### src/hw/rtl/sgacs_pkg.sv
// Package: shared types, constants and gesture codes for the stick gesture block
`timescale 1ns / 1ps
package sgacs_pkg;

  localparam int unsigned NumLanes = 6;
  localparam int unsigned ChW      = 12;
  localparam int unsigned NumRegs  = 8;
  localparam int unsigned AddrW    = 5;

  typedef enum logic [2:0] {
    G_UNKNOWN   = 3'd0,
    G_DISARM    = 3'd1,
    G_ARM       = 3'd2,
    G_CALIBRATE = 3'd3,
    G_RECORD    = 3'd4,
    G_READ      = 3'd5
  } gesture_e;

  typedef enum logic [2:0] {
    REG_STICK_LOW     = 3'd0,
    REG_STICK_HIGH    = 3'd1,
    REG_HOLD_FRAMES   = 3'd2,
    REG_THR_FLOOR     = 3'd3,
    REG_THR_CEILING   = 3'd4,
    REG_AIL_SPAN      = 3'd5,
    REG_ELE_SPAN      = 3'd6,
    REG_RUD_SPAN      = 3'd7
  } reg_idx_e;

  typedef enum logic [1:0] {
    ST_IDLE,
    ST_RUN,
    ST_OUT
  } state_e;

  localparam logic CMD_FRAME    = 1'b0;
  localparam logic CMD_FAILSAFE = 1'b1;

  typedef struct packed {
    logic [ChW-1:0]  lo;
    logic [ChW-1:0]  hi;
  } thresh_t;

  typedef struct packed {
    logic is_armed;
    logic arm_pulse;
    logic calibrate_pulse;
    logic record_pulse;
    logic read_pulse;
  } flags_t;

  typedef struct packed {
    logic start;
    logic done;
  } lane_ctl_t;

endpackage

### src/hw/rtl/sgacs_if.sv
// Interfaces: input request channel and result channel
`timescale 1ns / 1ps
interface sgacs_in_if;
  logic        valid;
  logic        ready;
  logic        command;
  logic [11:0] throttle_in;
  logic [11:0] aileron_in;
  logic [11:0] elevator_in;
  logic [11:0] rudder_in;
  logic [11:0] aux_one_in;
  logic [11:0] aux_two_in;
  modport source (output valid, command, throttle_in, aileron_in, elevator_in, rudder_in,
                  aux_one_in, aux_two_in, input ready);
  modport sink (input valid, command, throttle_in, aileron_in, elevator_in, rudder_in,
                aux_one_in, aux_two_in, output ready);
endinterface

interface sgacs_out_if;
  logic               valid;
  logic               ready;
  logic        [11:0] throttle_target;
  logic signed [11:0] aileron_target;
  logic signed [11:0] elevator_target;
  logic signed [11:0] rudder_target;
  logic signed [11:0] aux_one_target;
  logic signed [11:0] aux_two_target;
  logic               is_armed;
  logic               arm_pulse;
  logic               calibrate_pulse;
  logic               record_pulse;
  logic               read_pulse;
  logic        [15:0] frame_count;
  modport source (output valid, throttle_target, aileron_target, elevator_target,
                  rudder_target, aux_one_target, aux_two_target, is_armed, arm_pulse,
                  calibrate_pulse, record_pulse, read_pulse, frame_count, input ready);
  modport sink (input valid, throttle_target, aileron_target, elevator_target,
                rudder_target, aux_one_target, aux_two_target, is_armed, arm_pulse,
                calibrate_pulse, record_pulse, read_pulse, frame_count, output ready);
endinterface

### src/hw/rtl/sgacs_lane.sv
// Scaling lane: clamp, multiply, restoring divide one bit per cycle, offset
`timescale 1ns / 1ps
module sgacs_lane
  import sgacs_pkg::*;
(
  input  logic                  clk_i,
  input  logic                  rst_ni,
  input  logic                  start_i,
  input  logic [ChW-1:0]        v_i,
  input  thresh_t               th_i,
  input  logic signed [12:0]    omin_i,
  input  logic signed [12:0]    omax_i,
  output logic                  done_o,
  output logic signed [12:0]    res_o
);
  localparam int unsigned QW = 25;

  logic [4:0]          cnt_q, cnt_d;
  logic                busy_q, busy_d;
  logic [QW-1:0]       num_q, num_d;
  logic [ChW:0]        rem_q, rem_d;
  logic [ChW-1:0]      den_q, den_d;
  logic                neg_q, neg_d;
  logic signed [12:0]  omin_q, omin_d;
  logic signed [12:0]  res_q, res_d;
  logic                done_q, done_d;

  logic [13:0]         diff;
  logic [13:0]         mag;
  logic [ChW:0]        trial;
  logic [ChW+1:0]      sub;
  logic [QW-1:0]       quo;
  logic signed [13:0]  sq;

  always_comb begin
    diff  = 14'($signed(omax_i) - $signed(omin_i));
    mag   = diff[13] ? 14'(-diff) : diff;
    trial = {rem_q[ChW-1:0], num_q[QW-1]};
    sub   = {1'b0, trial} - {2'b0, den_q};
    quo   = sub[ChW+1] ? {num_q[QW-2:0], 1'b0} : {num_q[QW-2:0], 1'b1};
    sq    = neg_q ? 14'(-$signed({1'b0, 13'(quo)})) : $signed({1'b0, 13'(quo)});
  end

  always_comb begin
    busy_d = busy_q;
    cnt_d  = cnt_q;
    num_d  = num_q;
    rem_d  = rem_q;
    den_d  = den_q;
    neg_d  = neg_q;
    omin_d = omin_q;
    res_d  = res_q;
    done_d = 1'b0;
    if (start_i) begin
      if (v_i <= th_i.lo) begin
        res_d  = omin_i;
        done_d = 1'b1;
      end else if (v_i >= th_i.hi) begin
        res_d  = omax_i;
        done_d = 1'b1;
      end else begin
        busy_d = 1'b1;
        cnt_d  = 5'(QW);
        num_d  = QW'((v_i - th_i.lo) * mag[12:0]);
        rem_d  = '0;
        den_d  = th_i.hi - th_i.lo;
        neg_d  = diff[13];
        omin_d = omin_i;
      end
    end else if (busy_q) begin
      rem_d = sub[ChW+1] ? trial : sub[ChW:0];
      num_d = quo;
      cnt_d = cnt_q - 5'd1;
      if (cnt_q == 5'd1) begin
        busy_d = 1'b0;
        done_d = 1'b1;
        res_d  = 13'(sq + 14'(omin_q));
      end
    end
  end

  always_ff @(posedge clk_i or negedge rst_ni) begin
    if (!rst_ni) begin
      busy_q <= 1'b0;
      cnt_q  <= '0;
      done_q <= 1'b0;
    end else begin
      busy_q <= busy_d;
      cnt_q  <= cnt_d;
      done_q <= done_d;
    end
  end

  always_ff @(posedge clk_i) begin
    num_q  <= num_d;
    rem_q  <= rem_d;
    den_q  <= den_d;
    neg_q  <= neg_d;
    omin_q <= omin_d;
    res_q  <= res_d;
  end

  assign done_o = done_q;
  assign res_o  = res_q;
endmodule

### src/hw/rtl/sgacs_gesture.sv
// Gesture classifier and hold counter with arming state
`timescale 1ns / 1ps
module sgacs_gesture
  import sgacs_pkg::*;
#(
  parameter bit LOG_GESTURES = 1'b1
) (
  input  logic           clk_i,
  input  logic           rst_ni,
  input  logic           frame_i,
  input  logic           failsafe_i,
  input  logic [ChW-1:0] thr_i,
  input  logic [ChW-1:0] ele_i,
  input  logic [ChW-1:0] rud_i,
  input  thresh_t        th_i,
  input  logic [15:0]    hold_frames_i,
  output flags_t         flags_o
);
  logic     armed_q, armed_d;
  gesture_e last_q, last_d;
  logic [15:0] hold_q, hold_d;
  flags_t   flags_q, flags_d;
  gesture_e g;
  logic tl, th, rl, rh, eh;
  logic [15:0] hinc;

  always_comb begin
    tl = thr_i <= th_i.lo;
    th = thr_i >= th_i.hi;
    rl = rud_i <= th_i.lo;
    rh = rud_i >= th_i.hi;
    eh = ele_i >= th_i.hi;
    if (armed_q && tl && rl && !eh)                      g = G_DISARM;
    else if (!armed_q && tl && rh && !eh)                g = G_ARM;
    else if (!armed_q && tl && rl && eh)                 g = G_CALIBRATE;
    else if (LOG_GESTURES && !armed_q && th && rh && !eh) g = G_RECORD;
    else if (LOG_GESTURES && !armed_q && th && rl && !eh) g = G_READ;
    else                                                 g = G_UNKNOWN;
  end

  always_comb begin
    armed_d = armed_q;
    last_d  = last_q;
    hold_d  = hold_q;
    flags_d = flags_q;
    hinc    = (g == G_UNKNOWN) ? 16'd0 : hold_q;
    if (failsafe_i) begin
      armed_d = 1'b0;
      flags_d = '0;
    end else if (frame_i) begin
      flags_d = '0;
      if (g == last_q) begin
        if (hinc != 16'hFFFF) hinc = hinc + 16'd1;
        hold_d = hinc;
        if (hinc >= hold_frames_i && g != G_UNKNOWN) begin
          hold_d = '0;
          case (g)
            G_ARM: begin
              armed_d           = 1'b1;
              flags_d.arm_pulse = 1'b1;
            end
            G_DISARM:    armed_d = 1'b0;
            G_CALIBRATE: flags_d.calibrate_pulse = 1'b1;
            G_RECORD:    flags_d.record_pulse = 1'b1;
            default:     flags_d.read_pulse = 1'b1;
          endcase
        end
      end else begin
        last_d = g;
        hold_d = '0;
      end
    end
    flags_d.is_armed = armed_d;
  end

  always_ff @(posedge clk_i or negedge rst_ni) begin
    if (!rst_ni) begin
      armed_q <= 1'b0;
      last_q  <= G_UNKNOWN;
      hold_q  <= '0;
      flags_q <= '0;
    end else begin
      armed_q <= armed_d;
      last_q  <= last_d;
      hold_q  <= hold_d;
      flags_q <= flags_d;
    end
  end

  assign flags_o = flags_q;
endmodule

### src/hw/rtl/sgacs_merge.sv
// Merge stage: gathers lane results into the held target registers
`timescale 1ns / 1ps
module sgacs_merge
  import sgacs_pkg::*;
(
  input  logic                    clk_i,
  input  logic                    rst_ni,
  input  logic                    clr_i,
  input  logic                    failsafe_i,
  input  logic [ChW-1:0]          floor_i,
  input  logic [NumLanes-1:0]     done_i,
  input  logic [NumLanes*13-1:0]  res_i,
  output logic                    all_o,
  output logic [NumLanes*ChW-1:0] tgt_o
);
  logic [NumLanes-1:0]     seen_q, seen_d;
  logic [NumLanes*ChW-1:0] tgt_q, tgt_d;

  always_comb begin
    seen_d = clr_i ? '0 : (seen_q | done_i);
    tgt_d  = tgt_q;
    for (int i = 0; i < NumLanes; i++) begin
      if (done_i[i]) tgt_d[i*ChW +: ChW] = res_i[i*13 +: ChW];
    end
    if (failsafe_i) tgt_d[0 +: ChW] = floor_i;
  end

  always_ff @(posedge clk_i or negedge rst_ni) begin
    if (!rst_ni) begin
      seen_q <= '0;
      tgt_q  <= '0;
    end else begin
      seen_q <= seen_d;
      tgt_q  <= tgt_d;
    end
  end

  assign all_o = &seen_q;
  assign tgt_o = tgt_q;
endmodule

### src/hw/rtl/stick_gesture_arming_and_channel_scaler_top.sv
// Top level: stick gesture arming and six-lane channel scaler
// A frame request is registered and starts all six lanes; each lane clamps or runs its
// 25-step divider, and the result turns valid once the merge stage has seen every lane
// done. A failsafe request turns the result valid without waiting for the lanes.
// Throughput: one request at a time; ready returns the cycle after the result is taken.
// Reset (rst_ni low, async): disarmed, counters and targets zero, registers at defaults.
`timescale 1ns / 1ps
module stick_gesture_arming_and_channel_scaler_top
  import sgacs_pkg::*;
#(
  parameter int unsigned AUX_SPAN     = 500,
  parameter bit          LOG_GESTURES = 1'b1
) (
  input  logic             clk_i,
  input  logic             rst_ni,
  sgacs_in_if.sink         in_if,
  sgacs_out_if.source      out_if,
  input  logic             psel,
  input  logic             penable,
  input  logic             pwrite,
  input  logic [AddrW-1:0] paddr,
  input  logic [31:0]      pwdata,
  output logic [31:0]      prdata,
  output logic             pready
);
  logic [11:0] lo_q, hi_q, floor_q, ceil_q;
  logic [15:0] hold_q;
  logic [10:0] ail_q, ele_q, rud_q;
  state_e      st_q, st_d;
  logic        wr;
  reg_idx_e    ridx;
  logic [15:0] fc_q, fc_d;
  logic        start_q, fs_q;
  logic [NumLanes*ChW-1:0] ch_q;
  logic [NumLanes-1:0]     ldone;
  logic [NumLanes*13-1:0]  lres;
  logic [NumLanes*26-1:0]  rng;
  logic        all_done;
  logic [NumLanes*ChW-1:0] tgt;
  flags_t      flags;
  thresh_t     th;
  logic        acc, fin;

  assign pready = 1'b1;
  assign wr     = psel && penable && pwrite;
  assign ridx   = reg_idx_e'(paddr[4:2]);
  assign th     = '{lo: lo_q, hi: hi_q};

  always_comb begin
    unique case (ridx)
      REG_STICK_LOW:   prdata = 32'(lo_q);
      REG_STICK_HIGH:  prdata = 32'(hi_q);
      REG_HOLD_FRAMES: prdata = 32'(hold_q);
      REG_THR_FLOOR:   prdata = 32'(floor_q);
      REG_THR_CEILING: prdata = 32'(ceil_q);
      REG_AIL_SPAN:    prdata = 32'(ail_q);
      REG_ELE_SPAN:    prdata = 32'(ele_q);
      REG_RUD_SPAN:    prdata = 32'(rud_q);
      default:         prdata = '0;
    endcase
  end

  always_ff @(posedge clk_i or negedge rst_ni) begin
    if (!rst_ni) begin
      lo_q <= 12'd1000; hi_q <= 12'd2000; hold_q <= 16'd50; floor_q <= '0;
      ceil_q <= 12'd1000; ail_q <= 11'd200; ele_q <= 11'd200; rud_q <= 11'd200;
    end else if (wr && paddr[1:0] == 2'b00) begin
      unique case (ridx)
        REG_STICK_LOW:   lo_q    <= pwdata[11:0];
        REG_STICK_HIGH:  hi_q    <= pwdata[11:0];
        REG_HOLD_FRAMES: hold_q  <= pwdata[15:0];
        REG_THR_FLOOR:   floor_q <= pwdata[11:0];
        REG_THR_CEILING: ceil_q  <= pwdata[11:0];
        REG_AIL_SPAN:    ail_q   <= pwdata[10:0];
        REG_ELE_SPAN:    ele_q   <= pwdata[10:0];
        REG_RUD_SPAN:    rud_q   <= pwdata[10:0];
        default: ;
      endcase
    end
  end

  assign acc = in_if.valid && in_if.ready;
  assign fin = out_if.valid && out_if.ready;

  always_comb begin
    st_d = st_q;
    unique case (st_q)
      ST_IDLE: if (acc) st_d = ST_RUN;
      ST_RUN:  if (fs_q || (all_done && !start_q)) st_d = ST_OUT;
      ST_OUT:  if (fin) st_d = ST_IDLE;
      default: st_d = ST_IDLE;
    endcase
  end

  always_comb begin
    in_if.ready  = (st_q == ST_IDLE);
    out_if.valid = (st_q == ST_OUT);
    fc_d         = (acc && in_if.command == CMD_FRAME) ? fc_q + 16'd1 : fc_q;
  end

  always_ff @(posedge clk_i or negedge rst_ni) begin
    if (!rst_ni) begin
      st_q    <= ST_IDLE;
      fc_q    <= '0;
      start_q <= 1'b0;
      fs_q    <= 1'b0;
    end else begin
      st_q    <= st_d;
      fc_q    <= fc_d;
      start_q <= acc && in_if.command == CMD_FRAME;
      fs_q    <= acc && in_if.command == CMD_FAILSAFE;
    end
  end

  always_ff @(posedge clk_i) begin
    if (acc) ch_q <= {in_if.aux_two_in, in_if.aux_one_in, in_if.rudder_in,
                      in_if.elevator_in, in_if.aileron_in, in_if.throttle_in};
  end

  always_comb begin
    rng[0 +: 26]  = {13'(floor_q), 13'(ceil_q)};
    rng[26 +: 26] = {13'(-$signed({2'b0, ail_q})), 13'({2'b0, ail_q})};
    rng[52 +: 26] = {13'(-$signed({2'b0, ele_q})), 13'({2'b0, ele_q})};
    rng[78 +: 26] = {13'(-$signed({2'b0, rud_q})), 13'({2'b0, rud_q})};
    rng[104 +: 26] = {13'(-$signed(13'(AUX_SPAN))), 13'(AUX_SPAN)};
    rng[130 +: 26] = {13'(-$signed(13'(AUX_SPAN))), 13'(AUX_SPAN)};
  end

  for (genvar i = 0; i < NumLanes; i++) begin : g_lane
    sgacs_lane u_lane (
      .clk_i  (clk_i),
      .rst_ni (rst_ni),
      .start_i(start_q),
      .v_i    (ch_q[i*ChW +: ChW]),
      .th_i   (th),
      .omin_i (rng[i*26+13 +: 13]),
      .omax_i (rng[i*26 +: 13]),
      .done_o (ldone[i]),
      .res_o  (lres[i*13 +: 13])
    );
  end

  sgacs_gesture #(.LOG_GESTURES(LOG_GESTURES)) u_gesture (
    .clk_i        (clk_i),
    .rst_ni       (rst_ni),
    .frame_i      (start_q),
    .failsafe_i   (fs_q),
    .thr_i        (ch_q[0 +: ChW]),
    .ele_i        (ch_q[2*ChW +: ChW]),
    .rud_i        (ch_q[3*ChW +: ChW]),
    .th_i         (th),
    .hold_frames_i(hold_q),
    .flags_o      (flags)
  );

  sgacs_merge u_merge (
    .clk_i     (clk_i),
    .rst_ni    (rst_ni),
    .clr_i     (start_q),
    .failsafe_i(fs_q),
    .floor_i   (floor_q),
    .done_i    (ldone),
    .res_i     (lres),
    .all_o     (all_done),
    .tgt_o     (tgt)
  );

  assign out_if.throttle_target = tgt[0 +: ChW];
  assign out_if.aileron_target  = $signed(tgt[ChW +: ChW]);
  assign out_if.elevator_target = $signed(tgt[2*ChW +: ChW]);
  assign out_if.rudder_target   = $signed(tgt[3*ChW +: ChW]);
  assign out_if.aux_one_target  = $signed(tgt[4*ChW +: ChW]);
  assign out_if.aux_two_target  = $signed(tgt[5*ChW +: ChW]);
  assign out_if.is_armed        = flags.is_armed;
  assign out_if.arm_pulse       = flags.arm_pulse;
  assign out_if.calibrate_pulse = flags.calibrate_pulse;
  assign out_if.record_pulse    = flags.record_pulse;
  assign out_if.read_pulse      = flags.read_pulse;
  assign out_if.frame_count     = fc_q;

  a_one_pulse: assert property (@(posedge clk_i) disable iff (!rst_ni)
    out_if.valid |-> $onehot0({flags.arm_pulse, flags.calibrate_pulse,
                               flags.record_pulse, flags.read_pulse}))
    else $error("more than one gesture pulse");
  a_arm_sets: assert property (@(posedge clk_i) disable iff (!rst_ni)
    out_if.valid && flags.arm_pulse |-> flags.is_armed)
    else $error("arm pulse without armed");
  a_no_overlap: assert property (@(posedge clk_i) disable iff (!rst_ni)
    in_if.ready |-> !out_if.valid)
    else $error("request taken while result pending");
endmodule
### src/flat_wrapper.sv
// flat-port wrapper written by rule: the top's interface ports become plain ports
module stick_gesture_arming_and_channel_scaler_top_flat import sgacs_pkg::*;
#(
  parameter int unsigned AUX_SPAN     = 500,
  parameter bit          LOG_GESTURES = 1'b1
)
  (clk_i, rst_ni, psel, penable, pwrite, paddr, pwdata, prdata, pready, in_if_valid, in_if_command, in_if_throttle_in, in_if_aileron_in, in_if_elevator_in, in_if_rudder_in, in_if_aux_one_in, in_if_aux_two_in, in_if_ready, out_if_valid, out_if_throttle_target, out_if_aileron_target, out_if_elevator_target, out_if_rudder_target, out_if_aux_one_target, out_if_aux_two_target, out_if_is_armed, out_if_arm_pulse, out_if_calibrate_pulse, out_if_record_pulse, out_if_read_pulse, out_if_frame_count, out_if_ready);
  sgacs_in_if in_if_i ();
  sgacs_out_if out_if_i ();
  input  logic clk_i;
  input  logic rst_ni;
  input  logic psel;
  input  logic penable;
  input  logic pwrite;
  input  logic [AddrW-1:0] paddr;
  input  logic [31:0] pwdata;
  output logic [31:0] prdata;
  output logic pready;
  input wire logic [$bits(in_if_i.valid)-1:0] in_if_valid;
  input wire logic [$bits(in_if_i.command)-1:0] in_if_command;
  input wire logic [$bits(in_if_i.throttle_in)-1:0] in_if_throttle_in;
  input wire logic [$bits(in_if_i.aileron_in)-1:0] in_if_aileron_in;
  input wire logic [$bits(in_if_i.elevator_in)-1:0] in_if_elevator_in;
  input wire logic [$bits(in_if_i.rudder_in)-1:0] in_if_rudder_in;
  input wire logic [$bits(in_if_i.aux_one_in)-1:0] in_if_aux_one_in;
  input wire logic [$bits(in_if_i.aux_two_in)-1:0] in_if_aux_two_in;
  output wire logic [$bits(in_if_i.ready)-1:0] in_if_ready;
  output wire logic [$bits(out_if_i.valid)-1:0] out_if_valid;
  output wire logic [$bits(out_if_i.throttle_target)-1:0] out_if_throttle_target;
  output wire logic [$bits(out_if_i.aileron_target)-1:0] out_if_aileron_target;
  output wire logic [$bits(out_if_i.elevator_target)-1:0] out_if_elevator_target;
  output wire logic [$bits(out_if_i.rudder_target)-1:0] out_if_rudder_target;
  output wire logic [$bits(out_if_i.aux_one_target)-1:0] out_if_aux_one_target;
  output wire logic [$bits(out_if_i.aux_two_target)-1:0] out_if_aux_two_target;
  output wire logic [$bits(out_if_i.is_armed)-1:0] out_if_is_armed;
  output wire logic [$bits(out_if_i.arm_pulse)-1:0] out_if_arm_pulse;
  output wire logic [$bits(out_if_i.calibrate_pulse)-1:0] out_if_calibrate_pulse;
  output wire logic [$bits(out_if_i.record_pulse)-1:0] out_if_record_pulse;
  output wire logic [$bits(out_if_i.read_pulse)-1:0] out_if_read_pulse;
  output wire logic [$bits(out_if_i.frame_count)-1:0] out_if_frame_count;
  input wire logic [$bits(out_if_i.ready)-1:0] out_if_ready;
  assign in_if_i.valid = in_if_valid;
  assign in_if_i.command = in_if_command;
  assign in_if_i.throttle_in = in_if_throttle_in;
  assign in_if_i.aileron_in = in_if_aileron_in;
  assign in_if_i.elevator_in = in_if_elevator_in;
  assign in_if_i.rudder_in = in_if_rudder_in;
  assign in_if_i.aux_one_in = in_if_aux_one_in;
  assign in_if_i.aux_two_in = in_if_aux_two_in;
  assign in_if_ready = in_if_i.ready;
  assign out_if_valid = out_if_i.valid;
  assign out_if_throttle_target = out_if_i.throttle_target;
  assign out_if_aileron_target = out_if_i.aileron_target;
  assign out_if_elevator_target = out_if_i.elevator_target;
  assign out_if_rudder_target = out_if_i.rudder_target;
  assign out_if_aux_one_target = out_if_i.aux_one_target;
  assign out_if_aux_two_target = out_if_i.aux_two_target;
  assign out_if_is_armed = out_if_i.is_armed;
  assign out_if_arm_pulse = out_if_i.arm_pulse;
  assign out_if_calibrate_pulse = out_if_i.calibrate_pulse;
  assign out_if_record_pulse = out_if_i.record_pulse;
  assign out_if_read_pulse = out_if_i.read_pulse;
  assign out_if_frame_count = out_if_i.frame_count;
  assign out_if_i.ready = out_if_ready;
  stick_gesture_arming_and_channel_scaler_top #(.AUX_SPAN(AUX_SPAN), .LOG_GESTURES(LOG_GESTURES)) u_core (.clk_i(clk_i), .rst_ni(rst_ni), .in_if(in_if_i), .out_if(out_if_i), .psel(psel), .penable(penable), .pwrite(pwrite), .paddr(paddr), .pwdata(pwdata), .prdata(prdata), .pready(pready));
endmodule
### config.mk
export PLATFORM = sky130hd
export DESIGN_NAME = stick_gesture_arming_and_channel_scaler_top_flat
export DESIGN_NICKNAME = d
export VERILOG_FILES = /design/src/hw/rtl/sgacs_pkg.sv /design/src/hw/rtl/sgacs_if.sv /design/src/hw/rtl/sgacs_lane.sv /design/src/hw/rtl/sgacs_gesture.sv /design/src/hw/rtl/sgacs_merge.sv /design/src/hw/rtl/stick_gesture_arming_and_channel_scaler_top.sv /design/src/flat_wrapper.sv
export SDC_FILE = /design/constraint.sdc
export NUM_CORES = 2
export LEC_CHECK = 0
export BUFFER_PORTS_ARGS = -buffer_cell sky130_fd_sc_hd__buf_2
export CAP_MARGIN = 30
export CORE_MARGIN = 2
export CORE_UTILIZATION = 68
export DETAILED_ROUTE_END_ITERATION = 6
export PLACE_DENSITY_LB_ADDON = 0.2
export SLEW_MARGIN = 20
export SYNTH_ARGS = -nofsm -noshare
export SYNTH_HDL_FRONTEND = slang
export SYNTH_SLANG_ARGS = --single-unit
export TNS_END_PERCENT = 20
### constraint.sdc
create_clock -name clk_i -period 25 [get_ports clk_i]
set_input_delay 1.25 -clock clk_i [delete_from_list [all_inputs] [get_ports clk_i]]
set_output_delay 1.25 -clock clk_i [all_outputs]
set_load 0.01 [all_outputs]
# == After elaboration in Yosys (flattened, before gate mapping) ==
# Cells that the tools add are included.
# totals
output_inout_bits,128
elab_cells,497
reg_bits,751
inputBits,117
# op_classes
n_bitwise,16
muxes,215
n_addsub,42
reduce_logical,86
eq_ne,42
magnitude_cmp,13
n_mul,6
# ops
op,n
2-to-1 mux 12 bit,66
2-to-1 mux 25 bit,24
one-hot mux 32 bit (8 select lines),1
2-to-1 mux 5 bit,24
2-to-1 mux 16 bit,7
multiplier 13 x 14 -> 25 bit,4
subtractor 12 x 12 -> 13 bit,7
subtractor 13 x 12 -> 14 bit,6
2-to-1 mux 1 bit,74
greater-or-equal comparator 12 bit,6
less-or-equal comparator 12 bit,6
AND reduction 3 bit,20
2-to-1 mux 13 bit,4
negator 13 bit,4
multiplier 25 x 7 -> 22 bit (second input constant),2
adder 12 bit,4
negator 12 bit,4
subtractor 12 x 13 -> 14 bit,3
negator 11 -> 13 bit,3
adder 16 x 1 -> 16 bit (second input constant),2
nonzero test 2 bit,16
equality test 5 x 1 -> 1 bit (second input constant),6
AND reduction 2 bit,15
subtractor 5 x 1 -> 5 bit (second input constant),6
other kinds (30),106

# == Longest topological paths before layout ==
# depth
word_depth,22
depth_mapped,42
depth_no_buf,40

# == Cells and area by module ==
# From an unflattened synthesis, not the netlist that was laid out.
# unflattened
hier_cells,9276
area_unflattened_um2,89281.9
# by_module_without_submodules
module,seq_area_each_um2,n_inst,cells_per_inst,area_per_inst_um2
sgacs_lane at u_core.g_lane[0].u_lane ...,2457.4,3,1314,12290.5
sgacs_lane at u_core.g_lane[5].u_lane,2457.4,1,1385,12669.7
sgacs_lane at u_core.g_lane[3].u_lane,2457.4,1,1400,12645.9
sgacs_lane at u_core.g_lane[4].u_lane,2457.4,1,1346,12373.1
stick_gesture_arming_and_channel_scaler_top,5127.4,1,581,8251.7
sgacs_gesture,600.6,1,424,3460.8
sgacs_merge,1951.9,1,198,3009.1

# == Worst setup path after synthesis ==
# OpenSTA, ideal clock, no wires.
# synth_timing
path_type,register to register
start,reg u_core.rud_q[1]
end,reg u_core.g_lane[3].u_lane.num_q[24] (data pin)
slack_ns,14.751
t_arrival_ns,9.990
path_stages_with_launch,42
n_path_buf,3
path_cell_list,dfrtp_1 inv_1 ha_1 or3b_1 clkbuf_1 or2_1 ha_1 xnor2_1 nand2_1 nor3_1 o21ai_0 a211oi_1 o21ai_0 and3_1 clkbuf_1 nor2b_1 xnor2_1 clkbuf_1 [6 not listed] inv_1 fa_1 inv_1 ha_1 ha_1 fa_1 a21o_1 a21oi_1 o21bai_1 a2111oi_0 o31ai_1 o41ai_1 o21ai_0 o21ai_0 nand2b_1 a21oi_1 xnor3_1 mux2_2
# synth_via
elab_chain_cells,8
# synth_rtl
item,line,source
from (decl),stick_gesture_arming_and_channel_scaler_top.sv:28,"logic [10:0] ail_q, ele_q, rud_q;"
from (signal assigned),stick_gesture_arming_and_channel_scaler_top.sv:76,REG_RUD_SPAN: rud_q <= pwdata[10:0];
negator 11 -> 13 bit *,stick_gesture_arming_and_channel_scaler_top.sv:124,"rng[78 +: 26] = {13'(-$signed({2'b0, rud_q})), 13'({2'b0, rud_q})};"
net u_core.g_lane[3].u_lane.omin_i[6],sgacs_lane.sv:11,"input logic signed [12:0] omin_i,"
subtractor 12 x 13 -> 14 bit *,sgacs_lane.sv:36,diff = 14'($signed(omax_i) - $signed(omin_i));
negator 13 bit,sgacs_lane.sv:37,mag = diff[13] ? 14'(-diff) : diff;
2-to-1 mux 13 bit *,sgacs_lane.sv:37,
multiplier 13 x 14 -> 25 bit *,sgacs_lane.sv:64,num_d = QW'((v_i - th_i.lo) * mag[12:0]);
2-to-1 mux 25 bit *,sgacs_lane.sv:58,end else if (v_i >= th_i.hi) begin
2-to-1 mux 25 bit *,sgacs_lane.sv:55,if (v_i <= th_i.lo) begin
2-to-1 mux 25 bit *,sgacs_lane.sv:54,if (start_i) begin
net u_core.g_lane[3].u_lane.num_d[24],sgacs_lane.sv:20,"logic [QW-1:0] num_q, num_d;"
to (signal assigned),sgacs_lane.sv:95,num_q <= num_d;
to (decl),sgacs_lane.sv:20,
# The timed path passes the listed nets; every way through them passes the cells marked *. The select of a mux whose other input is x is not followed.
# A chain may end at the register's enable or synchronous reset.

# == Final worst setup path ==
# Same ends and word-level chain as after synthesis.

==> impl_metrics.tcl <==
set metrics [dict create \
    status "complete, no violations" \
    startpoint "u_core.rud_q[1]" \
    cap_violations 0 \
    max_slew_margin 0.269 \
    routed_wl_um 185000 \
    die_x_um 327 \
    drt-pass1-iter-count 6 \
    startpoint_type "register" \
    cts-root-buf "clkbuf_16" \
    min_from "u_core.g_lane[1].u_lane.res_o[9]" \
    cp_common_cell "ha_1" \
    grt_max_degree 181 \
    core-area_sq_mm 0.103 \
    design.die.area_sq_mm 0.107 \
    place_congestion 0.949 \
    place.port_buffers 211 \
    drt_iter0_drc 4915 \
    die_h_um 327 \
    layoutNonFillerInstCount 8750 \
    clkTransAtPathRegs_ns 0.06 \
    hold_buffers 0 \
    slowest_stage "a2111oi_0" \
    cp_max_fo 13 \
    ctsLongestPathBuffers 3 \
    finalHoldViolations 0 \
    cts_tree "built" \
    nets 8743 \
    vias 52965 \
    track_usage 0.351 \
    final.setup.tns_ns 0 \
    max_stage_delay_ns 0.86 \
    worstMarginPinSlew_ns 1.09 \
    worstReg2RegStart "u_core.rud_q[1]" \
    final_cell_mix "inv_1 (986), ha_1 (780), nor2_1 (631)" \
    layout_commonest_cell "inv_1" \
    pin_count 245 \
    synth_warnings 0 \
    drive_gt1_frac 0.121 \
    syn_area_sq_mm 0.0710 \
    wire_per_inst_um 21.2 \
    critPathBufInv 4 \
    synth_ff_type "edfxtp_1" \
    fin_crit_ns 11.74 \
    grt_pass1_vias 53554 \
    worstPathRequired_ns 25.45 \
    crit_family "adder cells" \
    finalCritPeriodShare 0.470 \
    syn_avg_cell_area_sq_um 10.0 \
    drc 0 \
    finalClockSkew_ns 0.0318 \
    fill_cells 7202 \
    syn_inst 7069 \
    area_delta_synth_final_pct 8.75 \
    endpoint_kind "register" \
    ctsResizeCount 0 \
    synth_edf_count 490 \
    fmax_mhz 85.2 \
    synth_seq_area_share 0.300 \
    postCtsSetupBuffers 0 \
    viasPerCell 6.05 \
    grt_pass1_wl_um 292000 \
    postRouteAntennaNets 0 \
    hp-class "reg2reg" \
    dpl.hpwl_um 140000 \
    yosysUniqueCellTypes 97 \
    insertion_delay_ns 0.70 \
    ff2ff_setup_slack_ns 13.26 \
    worstPathArrival_ns 12.20 \
    initial_utilization 0.686 \
    slew_viol_final 0 \
    cts_buffers 88 \
    rows 118 \
    placed_cells 8561 \
    cts.sinks 751 \
    critPathKind "reg2reg" \
    ys_async_sr_fraction 0.348 \
    synth-seq-cells 751 \
    hold_ws_ns 0.469 \
    rsz0062_at_grt "no" \
    gr-total-overflow 0 \
    finalSetupViolCount 0 \
    grt_antenna_before_repair 19 \
    htreeDepth 3 \
]
## synthesized netlist by cell type (all sizes together), types with 50 or more instances
cell type    n  area, sq um
nand2      547         2050
or2         50          313
inv        990         3720
dfrtp      231         5780
o21ai      254         1270
a21oi      248         1240
nand2b     137          857
a21boi      57          428
and2        74          464
ha         780         9760
xor2       144         1270
a21o       104          781
mux2i      102         1020
or3         57          362
nor2b       91          569
nor3        87          435
mux2       286         3220
nand3       89          445
nor2       631         2370
xnor2      335         2940
clkbuf     169          634
edfxtp     490        14700
fa         562        11300
## metrics by stage
stage	util	cell area, sq um	worst slack, ns
floorplan	-	71000	14.75
global placement	0.712	73700	13.29
detailed placement	0.714	73900	13.20
CTS	0.744	77000	13.11
global route	0.746	77200	12.76
finish	0.746	77200	13.26
## layout make-up
type / count / area, sq um / share of cell area
clock inverters: 41 / 564 / 0.00731
multi-input cells: 5128 / 45300 / 0.587
repair buffers: 320 / 2020 / 0.0262
inverters: 995 / 3740 / 0.0484
clock buffers: 125 / 2560 / 0.0331
diodes: 10 / 25.0 / 0.000324
well taps: 1380 / 1730 / 0.0224
flip-flops and latches: 751 / 21300 / 0.276
## layer usage
metal,vias up,share of wire,global-route usage
met5,-,0.00057,0
met4,16,0.060,0.185
met3,551,0.092,0.0824
met2,2174,0.45,0.545
met1,26008,0.39,0.460
li1,24216,-,-
## flip-flops by register name, indices dropped and copies added, names as in the netlist, 5 cells and up
name,count
u_core.ail_q,11
u_core.ceil_q,12
u_core.ch_q,72
u_core.ele_q,11
u_core.floor_q,12
u_core.g_lane.u_lane.busy_q,6
u_core.g_lane.u_lane.cnt_q,30
u_core.g_lane.u_lane.den_q,72
u_core.g_lane.u_lane.done_o,6
u_core.g_lane.u_lane.num_q,150
u_core.g_lane.u_lane.omin_q,48
u_core.g_lane.u_lane.rem_q,72
u_core.g_lane.u_lane.res_o,72
u_core.hi_q,12
u_core.hold_q,16
u_core.lo_q,12
u_core.out_if.frame_count,16
u_core.rud_q,11
u_core.u_gesture.flags_o,5
u_core.u_gesture.hold_q,16
u_core.u_merge.seen_q,6
u_core.u_merge.tgt_o,72
## cells by family after synthesis
| family | share of synthesized area |
|---|---|
| adders and majority gates | 0.296 |
| buffers and inverters | 0.0647 |
| AOI/OAI and AO/OA | 0.0905 |
| and+or+nand+nor | 0.123 |
| DFF | 0.300 |
| xor gates and xnor gates | 0.0606 |
| muxes | 0.0652 |
| other | 0.000106 |
## worst paths after layout
| check | end | cells after the start |
|---|---|---|
| max in group asynchronous | u_core.u_merge.tgt_o[39] | 2 |
| setup reg to reg | u_core.g_lane[3].u_lane.num_q[24] | 38 |
| setup / recovery | u_core.g_lane[3].u_lane.num_q[24] | 38 |
| hold reg to reg | u_core.u_merge.tgt_o[21] | 1 |
| min in group asynchronous | u_core.u_merge.tgt_o[69] | 1 |
| hold / removal | u_core.u_merge.tgt_o[21] | 1 |
## worst reg2reg max path, delay by kind of cell, from the launching register on
kind,cells,cell delay [ns]
and+or+nand+nor,8,1.85
buffers and inverters,4,0.30
adders and majority gates,10,3.66
DFF,1,0.49
muxes,1,0.27
AOI/OAI and AO/OA,12,3.52
xor gates and xnor gates,3,1.41
Power is not shown: default switching activity piles up to over one toggle a cycle in this logic, so the estimate is an artifact.
